$ cat src/rtl/core/cms_pkg.sv
// Shared types and constants for the count-min sketch core.
package cms_pkg;

    localparam logic [31:0] MIX_C1  = 32'hcc9e2d51;
    localparam logic [31:0] MIX_C2  = 32'h1b873593;
    localparam logic [31:0] FMIX_C1 = 32'h85ebca6b;
    localparam logic [31:0] FMIX_C2 = 32'hc2b2ae35;
    localparam logic [31:0] BLK_ADD = 32'he6546b64;
    localparam logic [31:0] CNT_MAX = 32'hffffffff;

    localparam logic [0:0] REG_ROWS_IN_USE = 1'b0;
    localparam logic [0:0] REG_BUCKET_BITS = 1'b1;

    localparam logic KIND_INCREMENT = 1'b0;
    localparam logic KIND_QUERY     = 1'b1;

    typedef struct packed {
        logic       kind;
        logic [31:0] key_word;
        logic [2:0] word_bytes;
        logic       last_word;
    } cms_req_t;

    function automatic logic [31:0] rotl32(input logic [31:0] x, input int unsigned r);
        rotl32 = (x << r) | (x >> (32 - r));
    endfunction

endpackage

$ cat src/rtl/core/cms_hash.sv
// Per-row MurmurHash3 x86_32 block mixing, two-step pipeline per word.
module cms_hash
    import cms_pkg::*;
#(
    parameter int MAX_ROWS = 8
) (
    input  logic                     aclk,
    input  logic                     aresetn,
    input  logic                     mix_start,   // step 1: word latched
    input  logic [31:0]              key_word,
    input  logic [2:0]               nbytes,      // 0..4 effective
    input  logic                     restart,     // back to seeds
    output logic                     mix_done,
    output logic [MAX_ROWS-1:0][31:0] acc
);
    logic [31:0] k1_reg, k1_next;
    logic [2:0]  nb_reg;
    logic        stage_reg;
    logic [MAX_ROWS-1:0][31:0] acc_reg, acc_next;
    logic [31:0] tail, kx, k2;

    // stage 1: first scramble multiply, masked tail
    always_comb begin
        unique case (nbytes)
            3'd1:    tail = {24'd0, key_word[7:0]};
            3'd2:    tail = {16'd0, key_word[15:0]};
            3'd3:    tail = {8'd0, key_word[23:0]};
            default: tail = key_word;
        endcase
        k1_next = tail * MIX_C1;
    end

    // stage 2: second multiply and per-row update
    always_comb begin
        kx = rotl32(k1_reg, 15) * MIX_C2;
        acc_next = acc_reg;
        for (int r = 0; r < MAX_ROWS; r++) begin
            k2 = acc_reg[r] ^ kx;
            if (nb_reg == 3'd4) begin
                acc_next[r] = rotl32(k2, 13) * 32'd5 + BLK_ADD;
            end else if (nb_reg != 3'd0) begin
                acc_next[r] = k2;
            end
        end
    end

    always_ff @(posedge aclk) begin
        k1_reg <= k1_next;
        nb_reg <= nbytes;
        if (!aresetn) begin
            stage_reg <= 1'b0;
            for (int r = 0; r < MAX_ROWS; r++) acc_reg[r] <= 32'(r);
        end else begin
            stage_reg <= mix_start;
            if (restart) begin
                for (int r = 0; r < MAX_ROWS; r++) acc_reg[r] <= 32'(r);
            end else if (stage_reg) begin
                acc_reg <= acc_next;
            end
        end
    end

    assign mix_done = stage_reg;
    assign acc      = acc_reg;
endmodule

$ cat config.mk
export PLATFORM = sky130hd
export DESIGN_NAME = cms_hash
export DESIGN_NICKNAME = d
export VERILOG_FILES = /design/src/rtl/core/cms_pkg.sv /design/src/rtl/core/cms_hash.sv
export SDC_FILE = /design/constraint.sdc
export NUM_CORES = 2
export LEC_CHECK = 0
export ABC_AREA = 1
export BUFFER_PORTS_ARGS = -buffer_cell sky130_fd_sc_hd__buf_2
export CAP_MARGIN = 25
export CORE_MARGIN = 10
export CORE_UTILIZATION = 40
export CTS_CLUSTER_SIZE = 20
export DETAILED_ROUTE_END_ITERATION = 6
export SYNTH_ARGS = -nofsm -noshare
export SYNTH_HDL_FRONTEND = slang
export SYNTH_SLANG_ARGS = --single-unit
$ cat constraint.sdc
create_clock -name aclk -period 9.3 [get_ports aclk]
set_clock_uncertainty 0.2 [all_clocks]
set_input_delay 1.395 -clock aclk [delete_from_list [all_inputs] [get_ports aclk]]
set_output_delay 1.395 -clock aclk [all_outputs]
set_load 0.02 [all_outputs]
# Word level (Yosys, flattened, before mapping)
# Index checks and enable logic that the tools add are counted.
# totals
register_bits	292
inputBits	39
out_inout_bits	257
wordCells	72
# op_classes
n_addsub	8
mul	10
eq_ne	4
muxes	17
bitwise	18
n_reduce_logical	4
# op_table
op	count
$mux 32	16
$add 32x32->32 const B	8
$mul 32x3->32 const B	8
$or 32x13->32	8
$xor 32x32->32	8
$pmux 32 s3	1
$mul 32x29->32 const B	1
$mul 32x31->32 const B	1
$or 32x15->32	1
$eq 3x2->1 const B	2
$eq 3x1->1 const B	1
$eq 3x3->1 const B	1
$reduce_bool 3->1	1
$reduce_and 2->1	1
$reduce_bool 2->1	1
$reduce_or 2->1	1
$not 1->1	1

# Longest topological paths before layout
# logic_depth
ltp_word	7
depth_mapped	52
mapped_depth_nobuf	52

# Least setup slack after synthesis
# No wires, ideal clock.
# synth_path
path_kind	register -> register
from	reg k1_reg[19]
to	reg acc_reg, in the netlist acc[121]
setup_ns	0.109
arrival_ns	8.805
required_time_ns	8.991
slack_ns	0.186
path_stages_with_launch	40
synth_period_minus_slack_ns	9.114
cell_sequence	dfxtp_1 > ha_1 > xor2_1 > ha_1 > or2_2 > ha_1 > inv_1 > fa_1 > inv_1 > fa_1 > fa_1 > fa_1 > inv_1 > fa_1 > inv_1 > ha_1 > nand2_1 > nor2_1 > [... 4 more ...] > xor2_4 > xor2_1 > inv_1 > fa_1 > inv_1 > ha_1 > inv_1 > o21ai_0 > a21boi_0 > o21ai_0 > a21oi_1 > o21ai_0 > a21oi_1 > or2_2 > nand3_1 > nand3_1 > nand2_1 > inv_1
# synth_between
elab_chain_len	7
# synth_rtl
item	line_no	source
start, declared	cms_hash.sv:16	logic [31:0] k1_reg, k1_next;
start signal, assigned	cms_hash.sv:48	k1_reg <= k1_next;
$or 32x15->32 *	cms_pkg.sv:25	rotl32 = (x << r) | (x >> (32 - r));
$mul 32x29->32 *	cms_hash.sv:35	kx = rotl32(k1_reg, 15) * MIX_C2;
$xor 32x32->32 *	cms_hash.sv:38	k2 = acc_reg[r] ^ kx;
$or 32x13->32	cms_pkg.sv:25	
$mul 32x3->32	cms_hash.sv:40	acc_next[r] = rotl32(k2, 13) * 32'd5 + BLK_ADD;
$add 32x32->32	cms_hash.sv:40	
$mux 32 *	cms_hash.sv:39	if (nb_reg == 3'd4) begin
end signal, assigned	cms_hash.sv:58	acc_reg <= acc_next;
end, declared	cms_hash.sv:19	logic [MAX_ROWS-1:0][31:0] acc_reg, acc_next;
# Every way passes the cells marked *; elsewhere a longest branch is shown, timed or not. The select of a mux whose other input is x is not followed.
# A chain may end at the register's enable or synchronous reset.

# Final worst setup path
# layout_path
from	reg k1_reg[23]
to	reg acc_reg, in the netlist acc[125]
# Same word-level chain as after synthesis.

==> metrics <==
register area share after synthesis=11.6%; die area=0.141 mm2; CP arrival=9.29 ns; Slew @ Worst Pin=1.09 ns; Synth Warn #=0; highest-delay cell along the critical path=fa_1; Non-Filler Instances=9344; Async S/R FF share, synth=0%; Gate Count Post-Synth=6869; Hold Crit Class=reg2reg; largest net degree at the start of global routing=roughly 160; HPWL after DPL=163 mm; Initial Util=slightly above 40%; cell repeated most along the worst path=nand2_1; Cell Area, Synth=0.0504 mm2; slew margin rel.=between 20 and 30%; remaining global-route overflow=0; Die Width=approximately 380 um; Die Span Y=375 um; final hold vios=0; Synth top area share=between 20% and 30%; initial antenna violation count=3; RSZ-0062 raised after global routing=yes; Syn Nets=roughly 8200; Synth area leaders=ha_1, fa_1, dfxtp_1; wire length per cell=21.6 um; number of global-route vias before repair=a little under 50000; DP Area=0.0580 mm2; total track usage=27.7%; Core ar.=0.125 mm2; Worst R2R Setup Slack=0.28 ns; worst-path maximum fanout=9; Final Cycle Share=97.0%; layout cell share with drive strength beyond 1=18.7%; most frequent cell after synthesis=nand2_1; max-cap violation count=0; #FFs+latches synth=292; IO buf count=295; Hold EP=acc[14]; max-slew violation count=0; flip-flop count of the largest register after layout=256; CTS clock-pin slew for the worst setup and hold paths=roughly 0.060 ns; Crit. End Element=flop; Post-Route WL=202 mm; Detail Route Antenna Nets=0; CTS Hold Bufs=0; clock tree sinks=about 290; CTS tree=built; Period minus WS final=9.02 ns; Final Setup Violations=0; I/O pin total=296; fin area=0.0618 mm2; Achievable Freq=0.111 GHz; nets=8973; Worst path max stage delay=~0.5 ns; H-tree depth=2; most frequent cells after synthesis=nand2_1, inv_1, ha_1; via count=49625; CP Launch Type=flop; FF-to-FF Start=k1_reg[23]; Area growth, synth to finish=22.5%; Root Buffer=clkbuf_16; Synth cell types=58; critical path class=reg2reg; FP Rows=130; Avg Cell Area, Syn=7.34 um2; hold path cells=2; fillers=about 13000; reg2reg path depth=between 40 and 50; Inst Count DP=~9200; drc violations=0; area leader, netlist=ha_1; hold_ws=slightly below 0.3 ns; Iteration-0 DRC Markers=around 3700; via/cell ratio=5.31; CTS Buffer Depth=3; Worst R2R End=acc[125]; Fin Setup TNS=0 ns; Main synth FF type=dfxtp_1; Req. time, crit path=9.57 ns; CTS Buf Count=43; first-pass GRT wire length=302 mm; DR pass1 iterations=6; Hold Startpoint=acc[14]; Final Wtd Congestion=between 0.9 and 1; status=complete, no violations; number of flops mapped to enable cells by yosys=0; Clock Latency Late Sink=0.64 ns
worst max path at each step:
stage                     from  endpoint  slack, ns  cells past startpoint
finish              k1_reg[23]  acc[125]       0.28                     46
global route         k1_reg[1]   acc[57]      -0.09                     50
CTS                 k1_reg[21]  acc[218]      0.002                     48
detailed placement  k1_reg[20]  acc[121]      -0.34                     46
global placement    k1_reg[20]   acc[28]      -0.18                     46
floorplan           k1_reg[19]  acc[121]       0.19                     39
layer usage:
| layer | part of all wire (%) | global-route usage [%] |
|---|---|---|
| met5 | 0 | 0 |
| met4 | 4.0 | 9.80 |
| met3 | 7.8 | 5.44 |
| met2 | 44 | 43.9 |
| met1 | 44 | 37.3 |
logic make-up after synthesis:
| family | synth area share, % |
|---|---|
| XOR/XNOR | 6.69 |
| buffers and inverters | 10.6 |
| AO/OA/AOI/OAI | 14.3 |
| adder cells (fa/ha/maj) | 38.0 |
| flip-flops | 11.6 |
| AND/OR/NAND/NOR | 18.7 |
through the flow:
stage               utilization (%)  setup WS [ns]
finish                         49.3          0.276
CTS                            47.5        0.00175
floorplan                         -          0.186
global route                   49.3        -0.0926
detailed placement             46.2         -0.344
global placement               46.2         -0.182
critical path, delay by kind of cell (launching register included):
| family | cells | cell delay [ns] |
|---|---|---|
| buffers and inverters | 11 | 1.18 |
| AO/OA/AOI/OAI | 7 | 1.04 |
| adder cells (fa/ha/maj) | 12 | 4.66 |
| flip-flops | 1 | 0.30 |
| AND/OR/NAND/NOR | 16 | 1.47 |
what timing repair did:
action	CTS	global route
pin swaps	2	88
buffers inserted	2	33
endpoints found under the setup margin	78	184
gates cloned	0	0
resized for setup	41	465
cells in the final DEF (no fill, tap or decap), types with 56 or more instances in the layout:
cell type	instances
nand2_1	1245
o21ai_0	318
nor2_1	246
xor2_1	159
nand3_1	376
xnor2_1	162
fa_1	426
nand4_1	60
inv_1	1255
a21oi_2	60
a21o_1	56
nand2_2	70
ha_1	801
buf_2	295
dfxtp_1	281
a21oi_1	497
a31oi_1	90
buf_4	566
area by class of cell:
cell class,count,area [um2],share of cell area (%)
diodes,1,2.50,0.00405
clock buffers,53,1170,1.90
clock inverters,27,340,0.551
inverters,1278,4820,7.81
multi-input cells,5150,41300,66.8
flip-flops and latches,292,5860,9.49
well taps,1650,2060,3.34
repair buffers,893,6220,10.1
Power is not shown: default switching activity piles up to over one toggle a cycle in this logic, so the estimate is an artifact.
